File: src/sv/bresenham_line_stepper_unit_assert.svh
// Assertion macros used by the line stepper back end.
`ifndef BRESENHAM_LINE_STEPPER_UNIT_ASSERT_SVH
`define BRESENHAM_LINE_STEPPER_UNIT_ASSERT_SVH

// Same-cycle implication, disabled while reset is asserted.
`define BLSU_ASSERT_NOW(label, clk, rst_n, ante, cons, msg) \
    label: assert property (@(posedge clk) disable iff (!rst_n) (ante) |-> (cons)) \
        else $error(msg);

// Next-cycle implication, disabled while reset is asserted.
`define BLSU_ASSERT_NEXT(label, clk, rst_n, ante, cons, msg) \
    label: assert property (@(posedge clk) disable iff (!rst_n) (ante) |=> (cons)) \
        else $error(msg);

`endif

File: src/sv/blsu_pkg.sv
// Shared types and constants of the line stepper.
`default_nettype none

package blsu_pkg;

    localparam int COLOR_BITS     = 32;
    localparam int BLEND_BITS     = 4;
    localparam int CFG_INDEX_BITS = 4;
    localparam int QUEUE_DEPTH    = 2;

    localparam logic [COLOR_BITS-1:0] PIXEL_COLOR_RESET = '1;
    localparam logic [BLEND_BITS-1:0] BLEND_SELECT_RESET = '0;

    typedef logic [CFG_INDEX_BITS-1:0] cfg_index_t;

    localparam cfg_index_t CFG_PIXEL_COLOR  = cfg_index_t'(0);
    localparam cfg_index_t CFG_BLEND_SELECT = cfg_index_t'(1);

    typedef enum logic {
        CMD_LOAD = 1'b0,
        CMD_STEP = 1'b1
    } cmd_kind_t;

endpackage

`default_nettype wire

File: src/sv/blsu_queue.sv
// Small register queue between the front and the back of the stepper.
`default_nettype none

module blsu_queue import blsu_pkg::*; #(
    parameter int DATA_BITS = 63,
    parameter int DEPTH     = 2     // power of two
) (
    input  wire                  aclk,
    input  wire                  aresetn,
    input  wire                  wr_en,
    input  wire  [DATA_BITS-1:0] wr_data,
    output logic                 full,
    input  wire                  rd_en,
    output logic                 rd_valid,
    output logic [DATA_BITS-1:0] rd_data
);

    localparam int PTR_BITS = (DEPTH > 1) ? $clog2(DEPTH) : 1;
    localparam int CNT_BITS = $clog2(DEPTH + 1);

    logic [DATA_BITS-1:0] entry_reg [DEPTH];
    logic [PTR_BITS-1:0]  wr_ptr_reg, wr_ptr_next;
    logic [PTR_BITS-1:0]  rd_ptr_reg, rd_ptr_next;
    logic [CNT_BITS-1:0]  count_reg, count_next;
    logic                 do_wr, do_rd;

    assign full     = (count_reg == CNT_BITS'(DEPTH));
    assign rd_valid = (count_reg != '0);
    assign rd_data  = entry_reg[rd_ptr_reg];
    assign do_wr    = wr_en && !full;
    assign do_rd    = rd_en && rd_valid;

    always_comb begin
        wr_ptr_next = do_wr ? wr_ptr_reg + PTR_BITS'(1) : wr_ptr_reg;
        rd_ptr_next = do_rd ? rd_ptr_reg + PTR_BITS'(1) : rd_ptr_reg;
        count_next  = count_reg;
        if (do_wr && !do_rd) begin
            count_next = count_reg + CNT_BITS'(1);
        end else if (do_rd && !do_wr) begin
            count_next = count_reg - CNT_BITS'(1);
        end
    end

    always_ff @(posedge aclk) begin
        if (!aresetn) begin
            wr_ptr_reg <= '0;
            rd_ptr_reg <= '0;
            count_reg  <= '0;
        end else begin
            wr_ptr_reg <= wr_ptr_next;
            rd_ptr_reg <= rd_ptr_next;
            count_reg  <= count_next;
        end
    end

    always_ff @(posedge aclk) begin
        if (do_wr) begin
            entry_reg[wr_ptr_reg] <= wr_data;
        end
    end

endmodule

`default_nettype wire

File: src/sv/blsu_front.sv
// Front end: accepts items, sorts out axis, direction and endpoint order of loads.
`default_nettype none

module blsu_front import blsu_pkg::*; #(
    parameter int COORD_BITS = 12
) (
    input  wire                           s_tvalid,
    output logic                          s_tready,
    input  cmd_kind_t                     kind,
    input  wire  signed [COORD_BITS-1:0]  start_x,
    input  wire  signed [COORD_BITS-1:0]  start_y,
    input  wire  signed [COORD_BITS-1:0]  end_x,
    input  wire  signed [COORD_BITS-1:0]  end_y,
    input  wire                           q_full,
    output logic                          q_wr,
    // {kind, y_major, minor_neg, abs_major, abs_minor, major_end, first_y, first_x}
    output logic [5*COORD_BITS+2:0]       q_data
);

    localparam int N = COORD_BITS;

    logic signed [N:0]   dx, dy, dmin;
    logic        [N:0]   ndx, ndy;
    logic        [N-1:0] adx, ady, amaj, amin;
    logic                y_major, swap, minor_neg;
    logic signed [N-1:0] first_x, first_y, major_end;

    assign s_tready = !q_full;
    assign q_wr     = s_tvalid && !q_full;

    always_comb begin
        dx  = $signed({end_x[N-1], end_x}) - $signed({start_x[N-1], start_x});
        dy  = $signed({end_y[N-1], end_y}) - $signed({start_y[N-1], start_y});
        ndx = -dx;
        ndy = -dy;
        adx = dx[N] ? ndx[N-1:0] : dx[N-1:0];
        ady = dy[N] ? ndy[N-1:0] : dy[N-1:0];

        // ties, including single points, go y-major
        y_major = !(ady < adx);
        swap    = y_major ? (start_y > end_y) : (start_x > end_x);

        first_x = swap ? end_x : start_x;
        first_y = swap ? end_y : start_y;
        if (y_major) begin
            major_end = swap ? start_y : end_y;
            amaj      = ady;
            amin      = adx;
            dmin      = dx;
        end else begin
            major_end = swap ? start_x : end_x;
            amaj      = adx;
            amin      = ady;
            dmin      = dy;
        end
        // swapping the endpoints flips the sign of the minor delta
        minor_neg = (dmin != '0) && (dmin[N] ^ swap);

        q_data = {kind, y_major, minor_neg, amaj, amin, major_end, first_y, first_x};
    end

endmodule

`default_nettype wire

File: src/sv/blsu_back.sv
// Back end: walks the loaded line one pixel per step and holds the result register.
`default_nettype none

`include "bresenham_line_stepper_unit_assert.svh"

module blsu_back import blsu_pkg::*; #(
    parameter int COORD_BITS = 12
) (
    input  wire                          aclk,
    input  wire                          aresetn,
    input  wire                          cfg_valid,
    input  cfg_index_t                   cfg_index,
    input  wire  [COLOR_BITS-1:0]        cfg_data,
    input  wire                          q_valid,
    input  wire  [5*COORD_BITS+2:0]      q_data,
    output logic                         q_rd,
    output logic                         out_valid,
    input  wire                          out_ready,
    output logic signed [COORD_BITS-1:0] pix_x,
    output logic signed [COORD_BITS-1:0] pix_y,
    output logic [COLOR_BITS-1:0]        pix_color,
    output logic [BLEND_BITS-1:0]        pix_blend,
    output logic                         last_pixel
);

    localparam int N  = COORD_BITS;
    localparam int EW = COORD_BITS + 3;

    // unpacked queue entry
    cmd_kind_t           e_kind;
    logic                e_kind_bit;
    logic                e_y_major, e_minor_neg;
    logic        [N-1:0] e_amaj, e_amin;
    logic signed [N-1:0] e_major_end, e_first_y, e_first_x;

    assign {e_kind_bit, e_y_major, e_minor_neg, e_amaj, e_amin,
            e_major_end, e_first_y, e_first_x} = q_data;
    assign e_kind = cmd_kind_t'(e_kind_bit);

    logic [COLOR_BITS-1:0] pixel_color_reg;
    logic [BLEND_BITS-1:0] blend_select_reg;

    logic signed [N-1:0]  cur_x_reg, cur_x_next;
    logic signed [N-1:0]  cur_y_reg, cur_y_next;
    logic signed [N-1:0]  major_end_reg, major_end_next;
    logic signed [EW-1:0] error_reg, error_next;
    logic        [N:0]    twice_minor_reg, twice_minor_next;
    logic        [N:0]    twice_major_reg, twice_major_next;
    logic                 minor_neg_reg, minor_neg_next;
    logic                 y_major_reg, y_major_next;
    logic                 active_reg, active_next;

    logic                 out_valid_reg, out_valid_next;
    logic signed [N-1:0]  pix_x_reg, pix_y_reg;
    logic [COLOR_BITS-1:0] pix_color_reg;
    logic [BLEND_BITS-1:0] pix_blend_reg;
    logic                 last_reg;

    logic                 slot_free, pop, emit, at_last;
    logic signed [N-1:0]  maj_cur, min_cur, maj_inc, min_step;
    logic signed [EW-1:0] err_sub;

    assign slot_free = !out_valid_reg || out_ready;
    // a load, or a step with no line, never waits for the result slot
    assign pop  = q_valid && ((e_kind == CMD_LOAD) || !active_reg || slot_free);
    assign emit = pop && (e_kind == CMD_STEP) && active_reg;
    assign q_rd = pop;

    always_comb begin
        maj_cur  = y_major_reg ? cur_y_reg : cur_x_reg;
        min_cur  = y_major_reg ? cur_x_reg : cur_y_reg;
        at_last  = (maj_cur == major_end_reg);
        maj_inc  = maj_cur + N'(1);
        min_step = (error_reg > 0) ? (minor_neg_reg ? min_cur - N'(1) : min_cur + N'(1))
                                   : min_cur;
        err_sub  = (error_reg > 0) ? $signed({2'b00, twice_major_reg}) : '0;

        cur_x_next       = cur_x_reg;
        cur_y_next       = cur_y_reg;
        major_end_next   = major_end_reg;
        error_next       = error_reg;
        twice_minor_next = twice_minor_reg;
        twice_major_next = twice_major_reg;
        minor_neg_next   = minor_neg_reg;
        y_major_next     = y_major_reg;
        active_next      = active_reg;

        if (pop && (e_kind == CMD_LOAD)) begin
            cur_x_next       = e_first_x;
            cur_y_next       = e_first_y;
            major_end_next   = e_major_end;
            twice_minor_next = {e_amin, 1'b0};
            twice_major_next = {e_amaj, 1'b0};
            minor_neg_next   = e_minor_neg;
            y_major_next     = e_y_major;
            error_next       = $signed({2'b00, e_amin, 1'b0}) - $signed({3'b000, e_amaj});
            active_next      = 1'b1;
        end else if (emit) begin
            if (at_last) begin
                active_next = 1'b0;
            end else begin
                error_next = error_reg + $signed({2'b00, twice_minor_reg}) - err_sub;
                if (y_major_reg) begin
                    cur_y_next = maj_inc;
                    cur_x_next = min_step;
                end else begin
                    cur_x_next = maj_inc;
                    cur_y_next = min_step;
                end
            end
        end

        if (emit) begin
            out_valid_next = 1'b1;
        end else if (out_ready) begin
            out_valid_next = 1'b0;
        end else begin
            out_valid_next = out_valid_reg;
        end
    end

    always_ff @(posedge aclk) begin
        if (!aresetn) begin
            pixel_color_reg  <= PIXEL_COLOR_RESET;
            blend_select_reg <= BLEND_SELECT_RESET;
        end else if (cfg_valid) begin
            case (cfg_index)
                CFG_PIXEL_COLOR:  pixel_color_reg  <= cfg_data;
                CFG_BLEND_SELECT: blend_select_reg <= cfg_data[BLEND_BITS-1:0];
                default: begin
                    // drop writes to unknown registers
                end
            endcase
        end
    end

    always_ff @(posedge aclk) begin
        if (!aresetn) begin
            cur_x_reg       <= '0;
            cur_y_reg       <= '0;
            major_end_reg   <= '0;
            error_reg       <= '0;
            twice_minor_reg <= '0;
            twice_major_reg <= '0;
            minor_neg_reg   <= 1'b0;
            y_major_reg     <= 1'b0;
            active_reg      <= 1'b0;
            out_valid_reg   <= 1'b0;
        end else begin
            cur_x_reg       <= cur_x_next;
            cur_y_reg       <= cur_y_next;
            major_end_reg   <= major_end_next;
            error_reg       <= error_next;
            twice_minor_reg <= twice_minor_next;
            twice_major_reg <= twice_major_next;
            minor_neg_reg   <= minor_neg_next;
            y_major_reg     <= y_major_next;
            active_reg      <= active_next;
            out_valid_reg   <= out_valid_next;
        end
    end

    always_ff @(posedge aclk) begin
        if (emit) begin
            pix_x_reg     <= cur_x_reg;
            pix_y_reg     <= cur_y_reg;
            pix_color_reg <= pixel_color_reg;
            pix_blend_reg <= blend_select_reg;
            last_reg      <= at_last;
        end
    end

    assign out_valid  = out_valid_reg;
    assign pix_x      = pix_x_reg;
    assign pix_y      = pix_y_reg;
    assign pix_color  = pix_color_reg;
    assign pix_blend  = pix_blend_reg;
    assign last_pixel = last_reg;

    `BLSU_ASSERT_NEXT(a_load_activates, aclk, aresetn, pop && (e_kind == CMD_LOAD),
                      active_reg, "line not active after load")
    `BLSU_ASSERT_NEXT(a_last_ends_line, aclk, aresetn, emit && at_last,
                      !active_reg, "line still active after last pixel")
    `BLSU_ASSERT_NEXT(a_idle_step_silent, aclk, aresetn, pop && !active_reg && !out_valid_reg,
                      !out_valid_reg, "result appeared without an active line")
    `BLSU_ASSERT_NOW(a_emit_has_slot, aclk, aresetn, emit, slot_free, "result register overwritten")

endmodule

`default_nettype wire

File: src/sv/bresenham_line_stepper_unit.sv
// Line stepper top level: load a line's endpoints, then get one pixel per step item.
//
// Input channel s_*: s_tuser is the mode (0 loads a line, 1 asks for the next pixel);
// s_tdata carries start_x, start_y, end_x, end_y. A load replaces any unfinished line
// and gives no result; a step with no line in progress gives no result either.
// Result channel m_*: m_tdata carries pix_x, pix_y, pix_color, pix_blend; m_tlast
// marks the final pixel of the line.
// Configuration: cfg_index 0 writes the pixel colour, 1 the blend select; other
// indexes are ignored. cfg_ready is always high; write only while the block is idle.
// Path: a step item is written into the command queue, then the walker pops it and
// loads its pixel into the result register, which drives m_tvalid.
// Throughput: one item per cycle unless a step waits on a held result register; each
// step is a single add, compare and increment in the walker, which sets the rate.
// Stall: the result register holds while m_tready is low, the two-entry command
// queue keeps taking items and s_tready drops once it is full.
// Reset (aresetn low, synchronous): queue empty, no line active, colour all ones,
// blend select zero.
`default_nettype none

module bresenham_line_stepper_unit import blsu_pkg::*; #(
    parameter int COORD_BITS = 12
) (
    input  wire                     aclk,
    input  wire                     aresetn,

    input  wire                     s_tvalid,
    output logic                    s_tready,
    // start_x, start_y, end_x, end_y, zero pad
    input  wire  [((4*COORD_BITS+7)/8)*8-1:0]  s_tdata,
    // mode
    input  wire                     s_tuser,

    output logic                    m_tvalid,
    input  wire                     m_tready,
    // pix_x, pix_y, pix_color, pix_blend, zero pad
    output logic [((2*COORD_BITS+COLOR_BITS+BLEND_BITS+7)/8)*8-1:0] m_tdata,
    output logic                    m_tlast,

    input  wire                     cfg_valid,
    output logic                    cfg_ready,
    input  cfg_index_t              cfg_index,
    input  wire  [COLOR_BITS-1:0]   cfg_data
);

    localparam int N          = COORD_BITS;
    localparam int ENTRY_BITS = 5*COORD_BITS + 3;
    localparam int M_BITS     = ((2*COORD_BITS+COLOR_BITS+BLEND_BITS+7)/8)*8;
    localparam int M_USED     = 2*COORD_BITS + COLOR_BITS + BLEND_BITS;

    logic                  q_full, q_wr, q_rd, q_valid;
    logic [ENTRY_BITS-1:0] q_wr_data, q_rd_data;

    logic signed [N-1:0]   pix_x, pix_y;
    logic [COLOR_BITS-1:0] pix_color;
    logic [BLEND_BITS-1:0] pix_blend;

    assign cfg_ready = 1'b1;

    blsu_front #(
        .COORD_BITS(COORD_BITS)
    ) u_front (
        .s_tvalid (s_tvalid),
        .s_tready (s_tready),
        .kind     (cmd_kind_t'(s_tuser)),
        .start_x  ($signed(s_tdata[N-1:0])),
        .start_y  ($signed(s_tdata[2*N-1:N])),
        .end_x    ($signed(s_tdata[3*N-1:2*N])),
        .end_y    ($signed(s_tdata[4*N-1:3*N])),
        .q_full   (q_full),
        .q_wr     (q_wr),
        .q_data   (q_wr_data)
    );

    blsu_queue #(
        .DATA_BITS(ENTRY_BITS),
        .DEPTH    (QUEUE_DEPTH)
    ) u_queue (
        .aclk     (aclk),
        .aresetn  (aresetn),
        .wr_en    (q_wr),
        .wr_data  (q_wr_data),
        .full     (q_full),
        .rd_en    (q_rd),
        .rd_valid (q_valid),
        .rd_data  (q_rd_data)
    );

    blsu_back #(
        .COORD_BITS(COORD_BITS)
    ) u_back (
        .aclk       (aclk),
        .aresetn    (aresetn),
        .cfg_valid  (cfg_valid),
        .cfg_index  (cfg_index),
        .cfg_data   (cfg_data),
        .q_valid    (q_valid),
        .q_data     (q_rd_data),
        .q_rd       (q_rd),
        .out_valid  (m_tvalid),
        .out_ready  (m_tready),
        .pix_x      (pix_x),
        .pix_y      (pix_y),
        .pix_color  (pix_color),
        .pix_blend  (pix_blend),
        .last_pixel (m_tlast)
    );

    assign m_tdata = M_BITS'({pix_blend, pix_color, pix_y, pix_x}) & {{(M_BITS-M_USED){1'b0}},
                     {M_USED{1'b1}}};

endmodule

`default_nettype wire
File: config.mk
export PLATFORM = sky130hd
export DESIGN_NAME = bresenham_line_stepper_unit
export DESIGN_NICKNAME = d
export VERILOG_FILES = /design/src/sv/blsu_pkg.sv /design/src/sv/blsu_queue.sv /design/src/sv/blsu_front.sv /design/src/sv/blsu_back.sv /design/src/sv/bresenham_line_stepper_unit.sv
export VERILOG_INCLUDE_DIRS = /design/src /design/src/sv
export SDC_FILE = /design/constraint.sdc
export NUM_CORES = 1
export LEC_CHECK = 0
export BUFFER_PORTS_ARGS = -buffer_cell sky130_fd_sc_hd__buf_2
export CAP_MARGIN = 0
export CORE_ASPECT_RATIO = 1.2
export CORE_MARGIN = 2
export CORE_UTILIZATION = 35
export DETAILED_ROUTE_END_ITERATION = 10
export PLACE_DENSITY = 0.61
export SLEW_MARGIN = 20
export SYNTH_ARGS = -nofsm -noshare
export SYNTH_HDL_FRONTEND = slang
export SYNTH_SLANG_ARGS = --single-unit
File: constraint.sdc
create_clock -name aclk -period 7.25 [get_ports aclk]
set_input_delay 0.725 -clock aclk [delete_from_list [all_inputs] [get_ports aclk]]
set_output_delay 0.725 -clock aclk [all_outputs]
set_load 0.01 [all_outputs]
==> summary.md, run 1 <==
| Metric | Value |
|---|---|
| Worst hold path type | `in2reg` |
| Top FF cell, synth | `edfxtp_1` |
| Placed Instances | `2409` |
| Max_cap viols | `0` |
| Total Neg Setup Slack | `0 ns` |
| Reg clk slew, reported paths | `0.06 ns` |
| RD Place Congestion | `0.867` |
| Final period util | `0.757` |
| Post-route ant nets | `0` |
| Status | `finished, final reports clean` |
| Clock Sinks | `around 310` |
| Dpl hpwl | `32800 µm` |
| Final setup viols | `0` |
| Core area | `about 48000 µm²` |
| Dominant cell type by area after synthesis | `edfxtp_1` |
| Post-CTS Setup Bufs | `0` |
| Worst Path Required | `7.53 ns` |
| Unrepaired setup endpoints after global routing | `no` |
| Final wirelength | `45200 µm` |
| Finished Layout Cells | `roughly 2500` |
| Die width | `206 µm` |
| Max reg flops | `126` |
| Crit Path Category | `in2reg` |
| Synth area leaders | `edfxtp_1 (33%), dfxtp_1 (14%), mux2i_1 (6.3%)` |
| Yosys top cell area share | `0.328` |
| Post-place instance area | `18500 µm²` |
| Simple-gate share of the synthesized area | `0.133` |
| Total GRT Usage | `0.176` |
| Root Driver | `clkbuf_16` |
| Hold Buf Count CTS | `0` |
| Fillers | `roughly 4700` |
| Final min period | `5.49 ns` |
| Row count | `88` |
| Leakage power | `7.81 nW` |
| I/O Buffers | `152` |
| Final #Nets | `1997` |
| CP Launch Type | `primary input` |
| Cell count of the worst hold path | `3` |
| Commonest non-fill, non-tap cell in the layout | `edfxtp_1` |
| Vias post-DR | `approximately 13000` |
| Clock Skew | `between 0.02 and 0.03 ns` |
| DRT Pass-1 Iters | `5` |
| # diodes | `0` |
| Measured slew at the worst slew-check pin | `1.09 ns` |
| XOR/XNOR Fraction of Synth Area | `0.0419` |
| Yosys warns | `0` |
| Power density of the placed cells | `approximately 480 nW/µm²` |
| Synth unique cells | `81` |
| Slack of the critical path | `1.76 ns` |
| Initial drt markers | `905` |
| # DRC | `0` |
| I/O pin count | `158` |
| Synth Area in Adders | `0.0732` |
| Maximum clock rate | `roughly 0.18 GHz` |
| Post-CTS sizing | `0` |
| WP data arrival | `5.77 ns` |
| Worst setup EP type | `register` |
| Vias in the first global route | `12601` |
| #FFs+latches synth | `about 300` |
| Pin count of the biggest net entering global routing | `83` |
| Slew Viols, Final | `0` |
| Pre-CTS setup slack | `1.17 ns` |
| GRT overflow | `0` |
| Synth Cell Area | `17100 µm²` |
| Mux cell area share after synthesis | `0.0849` |
| Max FO, Critical Path | `12` |
| Initial antenna violation count | `0` |
| Share of cells above drive strength 1 | `0.152` |
| Worst rel slew slack | `0.268` |
| Hold Vio Cnt, Final | `0` |
| Worst-skew pair later-pin latency | `0.58 ns` |
| Worst R2R Path Depth | `8` |
| Fin area | `19800 µm²` |
| Die height | `246 µm` |
| Area Growth Syn to Fin | `15.4%` |
| Register area share after synthesis | `0.468` |
| H-tree depth | `2` |
| Synth Instances | `approximately 1700` |
| Global-route wire length before repair | `69500 µm` |
| Largest family of logic cells by synthesized area | `compound AO/OA/AOI/OAI gates` |
| Ys async rst share | `0` |
| Most frequent cells in the layout | `edfxtp_1 (187), buf_2 (152), nand2_1 (150)` |
| Via density | `roughly 5.3` |
| Die area | `a little over 50000 µm²` |
| Number of synthesized flops with an enable pin | `~190` |
| CTS tree | `built` |
| CTS buffer count | `36` |
| WL/cell | `18.3 µm` |
| Initial Utilization | `0.355` |
| Mean post-synth cell area | `around 10 µm²` |
| Clock buffer depth | `3` |
| Peak supply drop | `~0.00034 V` |
| Synth Area in Compound Gates | `0.152` |
## critical path: stages
cell and delay (ns):
buf_2 0.12, ha_1 0.23, fa_1 0.42, nand2b_1 0.19, a21oi_1 0.21, xnor2_1 0.27
nand3_1 0.19, a221o_1 0.38, o31ai_1 0.30, xor2_1 0.36, ha_1 0.32, a21o_1 0.18
a21o_1 0.16, a21oi_1 0.19, o2111ai_1 0.17, a21boi_0 0.29, nand2_1 0.56, mux2i_1 0.33
mux2i_1 0.15
## layer usage
metal,GRT usage,wire [µm],vias to the layer above
met4,0.0779,1790,0
met3,0.0308,2770,103
li1,-,-,6379
met5,0,0,-
met2,0.281,20500,416
met1,0.233,20100,6195
## Yosys cell counts (all sizes together), types with 19 or more instances
library cell	number
a211oi	58
a21oi	107
buf	35
clkbuf	48
dfxtp	120
edfxtp	187
ha	73
inv	111
mux2	34
mux2i	107
nand2	151
nand2b	19
nand3	51
nor2	146
nor3	22
o21ai	71
xnor2	42
xor2	39
## power by group
part / switching, mW / total, mW / internal (mW)
registers: 0.276 / 2.79 / 2.51
logic: 2.87 / 4.67 / 1.80
clock network: 0.760 / 1.94 / 1.18
total: 3.91 / 9.40 / 5.50
## final timing paths
check                           slack [ns]                       from                         end
worst max register to register        2.86         u_back.y_major_reg         u_back.cur_y_reg[1]
worst max-delay path                  1.76                 s_tdata[0]    u_queue.entry_reg[1][27]
worst min register to register        0.43  u_back.pixel_color_reg[5]         u_back.pix_color[5]
worst min-delay path                  0.38               cfg_data[15]  u_back.pixel_color_reg[15]
## cell families after synthesis
group                      after synthesis
muxes                                  141
and+or+nand+nor                        488
xor gates and xnor gates                81
DFF                                    307
buffers and inverters                  194
AOI/OAI and AO/OA                      388
other                                    2
adders and majority gates               90
## area by class of cell
class                   count  area (µm²)  share of cell area
inverters                 111         417              0.0211
repair buffers            168         881              0.0446
well taps                 630         788              0.0399
clock inverters            14         259              0.0131
clock buffers              52        1020              0.0517
flip-flops and latches    307        8020               0.406
multi-input cells        1193        8370               0.423
## metrics by stage
stage	utilization	total power, mW	hold slack [ns]
after floorplan	-	6.25	0.408
after global placement	0.383	7.38	0.412
after detailed placement	0.383	7.46	0.415
after CTS	0.410	9.45	0.349
after global routing	0.410	10.1	0.365
final	0.410	9.40	0.380
Power figures use the tool's default switching activity.
==> inputs of run 2 (changes only) <==
- ABC_AREA: unset -> 1
- clock period: 7.25 -> 5.25 ns (I/O delays scaled with it)
==> run 2 against run 1 <==
Effect of this change: clock-buffer cell count is 19 lower; setup slack lost 0.98 ns; final area rose by 3.5%; synthesized cell count increased by 39%; critical path depth is 10 higher; largest cell class unchanged.
==> summary.md, run 2 <==
| Metric | Value |
|---|---|
| Peak supply drop | `about 0.00029 V` |
| Vias post-DR | `15673` |
| Die height | `between 200 and 300 µm` |
| Final period util | `0.851` |
| CP Launch Type | `primary input` |
| CTS tree | `built` |
| Final min period | `4.47 ns` |
| Fillers | `a little over 5000` |
| Final #Nets | `2662` |
| WP data arrival | `around 4.8 ns` |
| Root Driver | `clkbuf_16` |
| Final setup viols | `0` |
| RD Place Congestion | `0.901` |
| Post-CTS sizing | `0` |
| CTS buffer count | `30` |
| XOR/XNOR Fraction of Synth Area | `0.0171` |
| DRT Pass-1 Iters | `6` |
| Max FO, Critical Path | `40` |
| Global-route wire length before repair | `around 80000 µm` |
| Synth unique cells | `45` |
| Most frequent cells in the layout | `nand2_1 (750), inv_1 (292), nand3_1 (200)` |
| Max_cap viols | `0` |
| Simple-gate share of the synthesized area | `0.267` |
| RR Startpoint | `u_back.error_reg[0]` |
| Dominant cell type by area after synthesis | `edfxtp_1` |
| Most common cell in the netlist | `nand2_1` |
| Synth Area in Compound Gates | `0.106` |
| Worst Path Required | `5.57 ns` |
| Placed Instances | `3093` |
| Post-synth top cells | `nand2_1 (751), inv_1 (292), nand3_1 (200), edfxtp_1 (187), o21ai_0 (165)` |
| Power, Total | `roughly 13 mW` |
| Unrepaired setup endpoints after global routing | `no` |
| Post-route ant nets | `0` |
| # DRC | `0` |
| Fin area | `20400 µm²` |
| Slew Viols, Final | `0` |
| Max reg flops | `126` |
| Pre-CTS setup slack | `0.212 ns` |
| #FFs+latches synth | `307` |
| Share of cells above drive strength 1 | `0.111` |
| Fin Hold WS | `0.174 ns` |
| Clock Sinks | `roughly 310` |
| Power density of the placed cells | `628 nW/µm²` |
| Dpl hpwl | `38200 µm` |
| Synth Area in Adders | `0.0701` |
| Synth Instances | `2343` |
| Total GRT Usage | `0.188` |
| Total Neg Setup Slack | `0 ns` |
| Worst R2R Path Depth | `16` |
| Post-place instance area | `around 19000 µm²` |
| CP max-delay cell | `ha_1` |
| Commonest non-fill, non-tap cell in the layout | `nand2_1` |
| Crit path from | `s_tdata[17]` |
| Area Growth Syn to Fin | `14.3%` |
| Row count | `90` |
| Crit path top cell by count | `nand2_1` |
| Register area share after synthesis | `0.448` |
| Finished Layout Cells | `3150` |
| Status | `finished, final reports clean` |
| Initial Utilization | `0.355` |
| Synth area leaders | `edfxtp_1 (31%), nand2_1 (16%), dfxtp_1 (13%)` |
| Ys async rst share | `0` |
| Clock Skew | `between 0.009 and 0.01 ns` |
| Mux cell area share after synthesis | `0.00560` |
| Initial antenna violation count | `0` |
| Pin count of the biggest net entering global routing | `81` |
| Fin util | `0.406` |
| Post-CTS Setup Bufs | `0` |
| Synth Cell Area | `about 18000 µm²` |
| Maximum clock rate | `around 0.22 GHz` |
| Final wirelength | `around 50000 µm` |
| H-tree depth | `1` |
| Worst rel slew slack | `0.288` |
| Top FF cell, synth | `edfxtp_1` |
| Number of synthesized flops with an enable pin | `approximately 190` |
| I/O pin count | `158` |
| Slack of the critical path | `between 0.7 and 0.8 ns` |
| Reg clk slew, reported paths | `0.07 ns` |
| Core area | `between 50000 and 60000 µm²` |
| Measured slew at the worst slew-check pin | `1.07 ns` |
| Initial drt markers | `1271` |
| Hold Buf Count CTS | `0` |
| Die width | `210 µm` |
| GRT overflow | `0` |
| Hold Vio Cnt, Final | `0` |
| I/O Buffers | `152` |
| Leakage power | `around 9.4 nW` |
| # diodes | `0` |
| WL/cell | `15.9 µm` |
| R2r setup slk | `1.38 ns` |
| Via density | `4.98` |
| Worst setup EP type | `register` |
| Die area | `52900 µm²` |
| Worst Setup EP | `u_queue.entry_reg[0][60]` |
| Yosys warns | `0` |
| Mean post-synth cell area | `7.63 µm²` |
| RR Endpoint | `u_back.error_reg[8]` |
| CP max stage delay | `0.38 ns` |
| Vias in the first global route | `between 15000 and 20000` |
| Worst hold path type | `in2reg` |
| Crit Path Category | `in2reg` |
| Largest family of logic cells by synthesized area | `simple AND/OR/NAND/NOR gates` |
| Clock buffer depth | `3` |
| Worst-skew pair later-pin latency | `0.57 ns` |
| Yosys top cell area share | `0.314` |
==> run 2: cell count changes after synthesis, sizes merged, moves of 15 or more <==
cell / delta
nor4: -15
xnor2: -34
inv: +187
nor3: -17
nand3: +151
mux2: -34
a21oi: +16
nand2b: -19
a211oi: -56
nand2: +604
mux2i: -97
o21ai: +114
nand4: +18
==> run 2: area by class of cell <==
class / instances / area [µm²] / share of cell area
flip-flops and latches: 307 / 8020 / 0.392
well taps: 644 / 806 / 0.0394
clock buffers: 33 / 783 / 0.0383
multi-input cells: 1652 / 8380 / 0.410
repair buffers: 193 / 1080 / 0.0529
clock inverters: 23 / 264 / 0.0129
inverters: 298 / 1120 / 0.0547
==> run 2: kinds of logic after synthesis <==
logic type               after synthesis
AND/OR/NAND/NOR                     1161
buffers and inverters                387
AO/OA/AOI/OAI                        351
flip-flops                           307
adder cells (fa/ha/maj)               90
XOR/XNOR                              35
multiplexers                          10
other                                  2
==> run 2: worst max-delay path, delay by kind of cell <==
family,cells,cell delay [ns]
xor gates and xnor gates,1,0.34
AOI/OAI and AO/OA,2,0.50
and+or+nand+nor,17,1.77
adders and majority gates,2,0.67
buffers and inverters,7,0.98
==> run 2: worst min path at each step <==
stage	startpoint	slack (ns)	endpoint	cells after the start
after CTS	cfg_data[29]	0.15	u_back.pixel_color_reg[29]	3
after floorplan	u_back.blend_select_reg[0]	0.41	u_back.pix_blend[0]	0
final	cfg_data[16]	0.17	u_back.pixel_color_reg[16]	3
after global placement	u_back.pixel_color_reg[26]	0.41	u_back.pix_color[26]	0
after detailed placement	u_back.pixel_color_reg[14]	0.42	u_back.pix_color[14]	0
after global routing	cfg_data[29]	0.16	u_back.pixel_color_reg[29]	3
==> run 2: metal layers <==
| metal | track usage | part of all wire | vias to the layer above | wire [µm] |
|---|---|---|---|---|
| met5 | 0 | 0 | - | 0 |
| met4 | 0.0473 | 0.020 | 0 | 1020 |
| met3 | 0.0177 | 0.053 | 63 | 2640 |
| met2 | 0.325 | 0.47 | 495 | 23500 |
| met1 | 0.253 | 0.46 | 7209 | 22900 |
| li1 | - | - | 7906 | - |
==> run 2: where the power goes <==
group / total, mW / switching [mW] / internal, mW
clock: 2.27 / 0.975 / 1.30
combinational: 6.88 / 4.61 / 2.27
sequential: 3.68 / 0.279 / 3.40
